<file path="config.mk">
export PLATFORM = sky130hd
export DESIGN_NAME = ata_pio_byte_range_read_core
export DESIGN_NICKNAME = d
export VERILOG_FILES = /design/src/hdl/atapr_pkg.sv /design/src/hdl/ata_pio_byte_range_read_core.sv /design/src/hdl/atapr_step.sv
export SDC_FILE = /design/constraint.sdc
export NUM_CORES = 1
export LEC_CHECK = 0
export ABC_AREA = 1
export BUFFER_PORTS_ARGS = -buffer_cell sky130_fd_sc_hd__buf_2
export CORE_AREA = 3 3 114 197
export CTS_CLUSTER_SIZE = 14
export DETAILED_ROUTE_END_ITERATION = 16
export DIE_AREA = 0 0 117 200
export GPL_TIMING_DRIVEN = 0
export PLACE_DENSITY = 0.78
export REMOVE_ABC_BUFFERS = 1
export SLEW_MARGIN = 40
export SYNTH_ARGS = -nofsm -noshare
export SYNTH_HDL_FRONTEND = slang
export SYNTH_SLANG_ARGS = --single-unit
</file>
<file path="constraint.sdc">
create_clock -name clk -period 8 [get_ports clk]
set_input_delay 2 -clock clk [delete_from_list [all_inputs] [get_ports clk]]
set_output_delay 2 -clock clk [all_outputs]
set_load 0.02 [all_outputs]
</file>
<file path="src/hdl/atapr_pkg.sv">
// ----------------------------------------------------------------------------
// atapr_pkg
// Shared types and constants for the ATA PIO byte range read sequencer.
// ----------------------------------------------------------------------------
package atapr_pkg;

  // Sector geometry
  localparam int SECTOR_BYTE_BITS = 9;    // 512 bytes per sector
  localparam int SECTOR_WORD_BITS = 8;    // 256 words per sector
  localparam int MAX_SECTORS      = 255;

  // Results per input item, and the width of a count of them
  localparam int MAX_RESULTS = 7;
  localparam int RES_CNT_W   = 3;

  // Request codes on the input channel
  localparam logic [1:0] REQ_START  = 2'd0;
  localparam logic [1:0] REQ_STATUS = 2'd1;
  localparam logic [1:0] REQ_DATA   = 2'd2;

  // Taskfile register offsets
  localparam logic [2:0] REG_DATA    = 3'd0;
  localparam logic [2:0] REG_COUNT   = 3'd2;
  localparam logic [2:0] REG_LBA_LO  = 3'd3;
  localparam logic [2:0] REG_LBA_MID = 3'd4;
  localparam logic [2:0] REG_LBA_HI  = 3'd5;
  localparam logic [2:0] REG_DRIVE   = 3'd6;
  localparam logic [2:0] REG_CMD     = 3'd7;

  // Taskfile values
  localparam logic [7:0] DRIVE_LBA_SEL = 8'hE0;
  localparam logic [3:0] LBA_TOP_MASK  = 4'hF;
  localparam logic [7:0] CMD_READ_PIO  = 8'h20;

  // Status register bits
  localparam int ST_BSY = 7;
  localparam int ST_DF  = 5;
  localparam int ST_ERR = 0;

  typedef enum logic [2:0] {
    ACT_REGW = 3'd0,
    ACT_STAT = 3'd1,
    ACT_DATA = 3'd2,
    ACT_BYTE = 3'd3,
    ACT_DONE = 3'd4,
    ACT_ERR  = 3'd5
  } action_t;

  typedef enum logic [1:0] {
    PH_IDLE = 2'd0,
    PH_POLL = 2'd1,
    PH_DATA = 2'd2
  } phase_t;

  typedef struct packed {
    action_t    action;
    logic [2:0] reg_offset;
    logic [7:0] value;
    logic       last;
  } result_t;

  function automatic result_t mk_result(action_t act, logic [2:0] ofs, logic [7:0] val);
    result_t r;
    r.action     = act;
    r.reg_offset = ofs;
    r.value      = val;
    r.last       = 1'b0;
    return r;
  endfunction

endpackage

</file>
<file path="src/hdl/ata_pio_byte_range_read_core.sv">
// Latency: the first result of an input beat is offered on the cycle after acceptance.
// Throughput: one input beat per cycle while out_ready is high and each beat yields at most
// one result; a beat with more results holds the input until its last one is taken (a start
// request in idle with a valid span gives 7). A beat with no result is taken and dropped.
// Reset (rst_n low, synchronous) returns the sequencer to idle and empties the result queue.
// ----------------------------------------------------------------------------
// ata_pio_byte_range_read_core
// Host-side ATA PIO LBA28 sequencer that reads a byte range spanning at most 255 sectors.
// ----------------------------------------------------------------------------
module ata_pio_byte_range_read_core
  import atapr_pkg::*;
(
  input  logic        clk,
  input  logic        rst_n,
  input  logic        in_valid,
  output logic        in_ready,
  input  logic [1:0]  in_req_type,
  input  logic [31:0] in_byte_address,
  input  logic [16:0] in_byte_length,
  input  logic [7:0]  in_status_value,
  input  logic [15:0] in_data_word,
  output logic        out_valid,
  input  logic        out_ready,
  output logic [2:0]  out_action,
  output logic [2:0]  out_reg_offset,
  output logic [7:0]  out_value,
  output logic        out_run_last
);

  result_t              res [MAX_RESULTS];
  logic [RES_CNT_W-1:0] res_cnt;
  result_t              queue_r [MAX_RESULTS];
  result_t              queue_nxt [MAX_RESULTS];
  logic [RES_CNT_W-1:0] cnt_r, cnt_nxt;
  logic                 in_fire, out_fire;

  // Take a new beat when the queue is empty or its last entry leaves now
  assign out_valid = (cnt_r != '0);
  assign out_fire  = out_valid && out_ready;
  assign in_ready  = (cnt_r == '0) || (cnt_r == 3'd1 && out_ready);
  assign in_fire   = in_valid && in_ready;

  atapr_step u_step (
    .clk          (clk),
    .rst_n        (rst_n),
    .fire         (in_fire),
    .req_type     (in_req_type),
    .byte_address (in_byte_address),
    .byte_length  (in_byte_length),
    .status_value (in_status_value),
    .data_word    (in_data_word),
    .res          (res),
    .res_cnt      (res_cnt)
  );

  // Load a fresh result list, or shift out the head
  always_comb begin
    queue_nxt = queue_r;
    cnt_nxt   = cnt_r;
    if (in_fire) begin
      queue_nxt = res;
      cnt_nxt   = res_cnt;
    end else if (out_fire) begin
      for (int i = 0; i < MAX_RESULTS - 1; i++) begin
        queue_nxt[i] = queue_r[i + 1];
      end
      cnt_nxt = cnt_r - 3'd1;
    end
  end

  // Hold the queue payload
  always_ff @(posedge clk) begin
    queue_r <= queue_nxt;
  end

  // Hold the queue fill count
  always_ff @(posedge clk) begin
    if (!rst_n) begin
      cnt_r <= '0;
    end else begin
      cnt_r <= cnt_nxt;
    end
  end

  // Present the head of the queue
  assign out_action     = queue_r[0].action;
  assign out_reg_offset = queue_r[0].reg_offset;
  assign out_value      = queue_r[0].value;
  assign out_run_last   = queue_r[0].last;

endmodule

</file>
<file path="src/hdl/atapr_step.sv">
// ----------------------------------------------------------------------------
// atapr_step
// Sequencer state and the decode of one input beat into its result list.
// ----------------------------------------------------------------------------
module atapr_step
  import atapr_pkg::*;
(
  input  logic                 clk,
  input  logic                 rst_n,
  input  logic                 fire,
  input  logic [1:0]           req_type,
  input  logic [31:0]          byte_address,
  input  logic [16:0]          byte_length,
  input  logic [7:0]           status_value,
  input  logic [15:0]          data_word,
  output result_t              res [MAX_RESULTS],
  output logic [RES_CNT_W-1:0] res_cnt
);

  phase_t      phase_r, phase_nxt;
  logic [7:0]  skip_r, skip_nxt;
  logic        odd_r, odd_nxt;
  logic [16:0] bytes_left_r, bytes_left_nxt;
  logic [15:0] word_index_r, word_index_nxt;
  logic [15:0] total_words_r, total_words_nxt;

  // Range arithmetic for a start request
  logic [32:0] last_addr;
  logic [27:0] first_sec;
  logic [23:0] last_sec;
  logic [23:0] sec_count;
  logic [15:0] wi_inc;

  assign last_addr = {1'b0, byte_address} + {16'd0, byte_length} - 33'd1;
  assign first_sec = {5'd0, byte_address[31:SECTOR_BYTE_BITS]};
  assign last_sec  = last_addr[32:SECTOR_BYTE_BITS];
  assign sec_count = last_sec - first_sec[23:0] + 24'd1;
  assign wi_inc    = word_index_r + 16'd1;

  // Decode the beat and build its results
  always_comb begin
    logic [RES_CNT_W-1:0] n;
    n               = '0;
    phase_nxt       = phase_r;
    skip_nxt        = skip_r;
    odd_nxt         = odd_r;
    bytes_left_nxt  = bytes_left_r;
    word_index_nxt  = word_index_r;
    total_words_nxt = total_words_r;
    for (int i = 0; i < MAX_RESULTS; i++) begin
      res[i] = '0;
    end

    case (phase_r)
      PH_IDLE: begin
        if (req_type == REQ_START) begin
          if (byte_length == '0 || sec_count > 24'(MAX_SECTORS)) begin
            res[0] = mk_result(ACT_ERR, REG_DATA, 8'd0);
            n      = 3'd1;
          end else begin
            skip_nxt        = byte_address[SECTOR_BYTE_BITS-1:1];
            odd_nxt         = byte_address[0];
            bytes_left_nxt  = byte_length;
            word_index_nxt  = '0;
            total_words_nxt = {sec_count[7:0], {SECTOR_WORD_BITS{1'b0}}};
            res[0] = mk_result(ACT_REGW, REG_DRIVE,
                               DRIVE_LBA_SEL | {4'd0, first_sec[27:24] & LBA_TOP_MASK});
            res[1] = mk_result(ACT_REGW, REG_COUNT, sec_count[7:0]);
            res[2] = mk_result(ACT_REGW, REG_LBA_LO, first_sec[7:0]);
            res[3] = mk_result(ACT_REGW, REG_LBA_MID, first_sec[15:8]);
            res[4] = mk_result(ACT_REGW, REG_LBA_HI, first_sec[23:16]);
            res[5] = mk_result(ACT_REGW, REG_CMD, CMD_READ_PIO);
            res[6] = mk_result(ACT_STAT, REG_CMD, 8'd0);
            n         = 3'd7;
            phase_nxt = PH_POLL;
          end
        end
      end

      PH_POLL: begin
        if (req_type == REQ_STATUS) begin
          if (status_value[ST_DF] || status_value[ST_ERR]) begin
            res[0]    = mk_result(ACT_ERR, REG_DATA, 8'd0);
            phase_nxt = PH_IDLE;
          end else if (status_value[ST_BSY]) begin
            res[0]    = mk_result(ACT_STAT, REG_CMD, 8'd0);
          end else begin
            res[0]    = mk_result(ACT_DATA, REG_DATA, 8'd0);
            phase_nxt = PH_DATA;
          end
          n = 3'd1;
        end
      end

      PH_DATA: begin
        if (req_type == REQ_DATA) begin
          // Drop words before the range, then deliver bytes
          if (skip_r != '0) begin
            skip_nxt = skip_r - 8'd1;
          end else if (odd_r) begin
            odd_nxt = 1'b0;
            if (bytes_left_r != '0) begin
              res[n]         = mk_result(ACT_BYTE, REG_DATA, data_word[15:8]);
              n              = n + 3'd1;
              bytes_left_nxt = bytes_left_r - 17'd1;
            end
          end else if (bytes_left_r >= 17'd2) begin
            res[n]         = mk_result(ACT_BYTE, REG_DATA, data_word[7:0]);
            n              = n + 3'd1;
            res[n]         = mk_result(ACT_BYTE, REG_DATA, data_word[15:8]);
            n              = n + 3'd1;
            bytes_left_nxt = bytes_left_r - 17'd2;
          end else if (bytes_left_r == 17'd1) begin
            res[n]         = mk_result(ACT_BYTE, REG_DATA, data_word[7:0]);
            n              = n + 3'd1;
            bytes_left_nxt = '0;
          end

          // Advance the word count: finish, poll at a sector edge, or read on
          word_index_nxt = wi_inc;
          if (wi_inc >= total_words_r) begin
            res[n]    = mk_result(ACT_DONE, REG_DATA, 8'd0);
            phase_nxt = PH_IDLE;
          end else if (wi_inc[SECTOR_WORD_BITS-1:0] == '0) begin
            res[n]    = mk_result(ACT_STAT, REG_CMD, 8'd0);
            phase_nxt = PH_POLL;
          end else begin
            res[n]    = mk_result(ACT_DATA, REG_DATA, 8'd0);
          end
          n = n + 3'd1;
        end
      end

      default: begin
        phase_nxt = PH_IDLE;
      end
    endcase

    // Mark the final result of this beat
    if (n != '0) begin
      res[n - 3'd1].last = 1'b1;
    end
    res_cnt = n;
  end

  // Commit state on an accepted beat
  always_ff @(posedge clk) begin
    if (!rst_n) begin
      phase_r       <= PH_IDLE;
      skip_r        <= '0;
      odd_r         <= 1'b0;
      bytes_left_r  <= '0;
      word_index_r  <= '0;
      total_words_r <= '0;
    end else if (fire) begin
      phase_r       <= phase_nxt;
      skip_r        <= skip_nxt;
      odd_r         <= odd_nxt;
      bytes_left_r  <= bytes_left_nxt;
      word_index_r  <= word_index_nxt;
      total_words_r <= total_words_nxt;
    end
  end

endmodule

</file>
==> results.cfg, run 1 <==
[yosys]
netlist.area_leader.share_pct = 20.2
synth_mux_area_share_pct = 0
yosys-top-cells-area = edfxtp_1, nand2_1, ha_1
syn_area_per_cell_um2 = 6.99
synth-edff-count = 77
yosys.area_share.adder_pct = 12.7
ys_seq_area_share_pct = 29.8
synth-simple-area-share_pct = 29.2
synthFlopType = edfxtp_1
yosys_warnings = 0
synth_top_family_by_area = simple AND/OR/NAND/NOR gates
synth-compound-area-share_pct = 13.1
yosysTopAreaCell = edfxtp_1
synth.distinct_cells = 58
synth_area_um2 = 11500
syn_inst = 1641
async_reset_ff_share_pct = 0
synth_seq_cells = 132
synthXorXnorAreaFrac_pct = 4.28

[sta]
fin_skew_ns = 0.00966
min_period_over_period_pct = 95.1
max_freq_ghz = 0.131
finalWorstPathRequiredPeriod_ns = 7.61
report.final.hold_viol_count = 0
setup_viol = 0
final_max_slew_viol_count = 0
tns_ns = 0
rsz0062_at_grt = no
relSlewSlack_pct = 46.3
tightest_slew_ns = 0.806

[grt]
grt_pass1_wl_um = 51600
track_usage_pct = 27.8
grt_overflow_total = 0
grt_start_max_net_pins = 44
grt_pass1_vias = 10854
antenna_found_initial = 0

[final_layout]
diodes = 0
area_growth_pct = 9.85
layout-drive-gt1-share_pct = 10.4
fin_nets = 1899
final_cells = 1969
final_common_cell = nand2_1
fin_util_pct = 59.9
layout_common_cells = nand2_1, inv_1, nor2_1

[worst_setup_path]
crit_path_end_kind = flop
critPathLaunch = in_byte_length[12]
cp.arrival_ns = 7.80
slowest_delay_ns = 0.38
reg2reg_from = u_step.word_index_r[3]
cp_data_required_time_ns = 8.19
crit_family = compound AO/OA/AOI/OAI gates
worstSetupPathType = primary input to flop
setup.worst_path.start_class = primary input
worst_path_max_delay_cell = ha_1
crit_fanout = 7
crit_buf_inv = 5

[floorplanning]
pin_count = 96
start_util_pct = 54.5
die_h_um = 200
rows = 70
core_area_um2 = 21000
die_area_um2 = 23400
die_w_um = 117

[drt]
wl_per_cell_um = 16.3
via_per_inst = 5.64
ant_nets = 0
drt_iter0_drc = 940
drtPass1Iterations = 6
vias = 11106
wirelength_um = 32100
drc = 0

[pwr]
p_leak_uw = 0.00638
ir_drop_mv = 0.213
p_per_area_nw_per_um2 = 257
power.total_uw = 3240

[cts]
clockBufferDepth = 2
worstSkewPairLatency_ns = 0.43
cts.sinks = 132
cts_buffers = 17
clk_pin_slew_ns = 0.06
post_cts_buffers = 0
cts_resized = 0
htree_levels = 4
root_buffer = clkbuf_16
cts_hold_buf = 0
tritoncts = built

[job]
max-cap-violations = 0

[hold_path]
hp-class = flop to flop
hp-start = u_step.word_index_r[11]

[placed_design]
dpl.hpwl_um = 25300
finalWeightedCongestion = 0.944
place_inst = 1937
io_buffers = 90

[run_status]
status = finished, final reports clean
[cell type report]
| type | count | area, um^2 |
|---|---|---|
| sequential | 132 | 3410 |
| fill | 1955 | 8430 |
| clock buffer | 21 | 470 |
| multi-input combinational | 1200 | 6820 |
| inverter | 261 | 985 |
| clock inverter | 11 | 101 |
| timing repair buffer | 92 | 490 |
| tap | 252 | 315 |
[Yosys cell counts (8+ instances only)]
cell      number
edfxtp_1      77
o211ai_1       8
a31oi_1       11
o21ai_0       78
dfxtp_1       55
nor2_2        10
buf_4         16
a21oi_1       94
nand4_1       42
o21ai_1       13
xor2_1        43
nand2_1      399
xnor2_1       13
nand2_2       20
ha_1         115
nor2_1       178
a22oi_1       16
nand3_1       73
clkbuf_1      21
inv_1        256
nor3_1        12
[worst min-delay path, cell delays in order, from the launching register on]
cell,delay (ns)
dfxtp_1,0.31
nand2_1,0.06
a21oi_1,0.05
[final timing paths]
check,slack [ns],to,depth (start not counted)
worst max-delay path,0.39,queue_r[75],33
worst min-delay path,0.46,u_step.word_index_r[11],2
worst max register to register,3.98,out_reg_offset[2],25
worst min register to register,0.46,u_step.word_index_r[11],2
[registers in the layout, summed over array words and instances (netlist names), 2 cells and up]
register / count
cnt_r: 3
out_action: 3
out_reg_offset: 3
out_value: 8
queue_r: 62
u_step.bytes_left_r: 17
u_step.phase_r: 2
u_step.skip_r: 8
u_step.total_words_r: 8
u_step.word_index_r: 16
[per-layer routing]
layer | up-vias | part of all wire (%) | global-route usage (%)
met3 | 109 | 4.6 | 3.35
met4 | 0 | 5.6 | 14.8
li1 | 5523 | - | -
met1 | 5066 | 37 | 29.5
met2 | 408 | 53 | 52.3
met5 | - | 0 | 0
[cell families after synthesis]
family                   count (synthesis)
AO/OA/AOI/OAI                          260
buffers and inverters                  309
adder cells (fa/ha/maj)                116
flip-flops                             132
AND/OR/NAND/NOR                        768
XOR/XNOR                                56
[where the power goes]
group          total, uW  leakage, uW  internal [uW]  switching [uW]
registers           1090      0.00124           1030            61.2
logic               1380      0.00486            450             935
clock network        768     0.000284            453             315
total               3240      0.00638           1930            1310
[through the flow]
stage / instance area [um^2] / hold WS, ns / setup WS [ns]
final: 12600 / 0.462 / 0.393
after global routing: 12600 / 0.482 / 0.00946
after CTS: 12600 / 0.463 / 0.498
after detailed placement: 12000 / 0.454 / 0.0588
after global placement: 12000 / 0.449 / 0.146
after floorplan: 11200 / 0.441 / 1.36
Power figures use the tool's default switching activity.
==> run 2, diff against run 1 <==
BUFFER_PORTS_ARGS = -buffer_cell sky130_fd_sc_hd__buf_4   (was -buffer_cell sky130_fd_sc_hd__buf_2)
PLACE_DENSITY = 0.74   (was 0.78)
==> run 2 against run 1 <==
Compared with the run above: total power rose by 1.6%; wire length rose by 2.7%; first-iteration DRC count fell by 2.2%; register-to-register slack improved by 0.08 ns; final cell count did not move.
==> results.cfg, run 2 (synthesis gave the netlist of run 1 again) <==
[placed_design]
io_buffers = 90
dpl.hpwl_um = 26200
finalWeightedCongestion = 0.958
postPlaceCellArea_um2 = 12200

[worst_setup_path]
crit_family = compound AO/OA/AOI/OAI gates
setup.worst_path.start_class = primary input
cp_data_required_time_ns = 8.18
slowest_delay_ns = 0.40
cp.arrival_ns = 7.94
crit_fanout = 7
reg2reg_from = u_step.word_index_r[1]
critPathLaunch = in_byte_length[10]
worst_path_max_delay_cell = ha_1
path_common_cell = ha_1
crit_buf_inv = 5
crit_path_end_kind = flop
worstSetupPathType = primary input to flop

[hold_path]
hp-start = u_step.word_index_r[11]
hp-class = flop to flop

[floorplanning]
core_area_um2 = 21000
die_w_um = 117
start_util_pct = 54.5
rows = 70
pin_count = 96
die_h_um = 200
die_area_um2 = 23400

[cts]
root_buffer = clkbuf_16
clk_pin_slew_ns = 0.06
cts_hold_buf = 0
tritoncts = built
cts_buffers = 17
htree_levels = 4
worstSkewPairLatency_ns = 0.43
cts.sinks = 132
clockBufferDepth = 2

[drt]
wirelength_um = 33000
via_per_inst = 5.64
wl_per_cell_um = 16.8
drc = 0
drt_iter0_drc = 919
vias = 11112
ant_nets = 0
drtPass1Iterations = 5

[pwr]
ir_drop_mv = 0.178
power.total_uw = 3290
p_per_area_nw_per_um2 = 257
p_leak_uw = 0.00643

[sta]
final_max_slew_viol_count = 0
setup_viol = 0
fin_skew_ns = 0.00706
relSlewSlack_pct = 41.0
finalWorstPathRequiredPeriod_ns = 7.76
min_period_over_period_pct = 97.1
rsz0062_at_grt = no
report.final.hold_viol_count = 0
tightest_slew_ns = 0.885
tns_ns = 0
max_freq_ghz = 0.129

[final_layout]
largest_registers = queue_r (62), u_step.bytes_left_r (17), u_step.word_index_r (16)
area_growth_pct = 11.8
largest_reg_flops = 62
layout-drive-gt1-share_pct = 10.2
regMostFlops = queue_r
fin_area_um2 = 12800
diodes = 0
fin_nets = 1899
layout_common_cells = nand2_1, inv_1, nor2_1
final_common_cell = nand2_1

[grt]
grt_overflow_total = 0
grt_pass1_vias = 10783
track_usage_pct = 28.4
grt_pass1_wl_um = 51800
antenna_found_initial = 0
grt_start_max_net_pins = 42

[run_status]
status = finished, final reports clean

[job]
max-cap-violations = 0
run 2: worst reg2reg max path, stage by stage, from the launching register on:
cell and delay [ns]:
dfxtp_1 0.36, ha_1 0.20, nand2_1 0.10, nor3_1 0.28
nand3_1 0.15, nand3b_1 0.23, nor3_1 0.29, nand3_1 0.13
xor2_1 0.15, inv_1 0.08, ha_1 0.28, nand2_1 0.06
nor2_1 0.12, nand2_1 0.06, nor2_1 0.09, nand4_1 0.10
nand2_1 0.19, inv_1 0.18, nand2_1 0.09, inv_1 0.08
nand2_1 0.07, o21ai_0 0.08, nand2_1 0.12, nand2_1 0.07
inv_1 0.07, nand2_1 0.05
run 2: per-layer routing:
layer  part of all wire [%]  global-route usage (%)  wire length [um]  vias up
met5                      0                       0                 0        -
met4                    6.5                    18.2              2130        0
met3                    4.5                    3.80              1490      118
met2                     53                    52.4             17400      378
met1                     36                    29.5             12000     5098
li1                       -                       -                 -     5518
run 2: final timing paths:
kind	cells past startpoint	slack, ns	endpoint
min reg2reg	2	0.46	u_step.word_index_r[11]
max reg2reg	25	4.06	out_reg_offset[1]
max	33	0.24	out_run_last
min	2	0.46	u_step.word_index_r[11]
run 2: repair_timing:
item,CTS,global route
setup buffers,0,0
endpoints found under the setup margin,0,11
resized for setup,0,2
run 2: final cells by class:
| cell class | instances | area [um^2] |
|---|---|---|
| well taps | 252 | 315 |
| flip-flops and latches | 132 | 3410 |
| clock inverters | 14 | 136 |
| fillers | 1995 | 8200 |
| repair buffers | 92 | 716 |
| clock buffers | 18 | 429 |
| multi-input cells | 1200 | 6820 |
| inverters | 261 | 985 |
run 2: where the power goes:
group          internal [uW]  switching (uW)
registers               1030            61.0
clock network            455             318
logic                    485             947
run 2: per-stage QoR:
stage | worst slack (ns) | std cells | hold slack, ns | util (%)
after floorplan | 1.36 | 1593 | 0.441 | -
after global placement | 0.0447 | 1935 | 0.452 | 58.0
after detailed placement | -0.0132 | 1937 | 0.452 | 58.2
after CTS | 0.451 | 1969 | 0.462 | 60.9
after global routing | 0.0125 | 1969 | 0.486 | 61.0
final | 0.235 | 1969 | 0.460 | 61.0
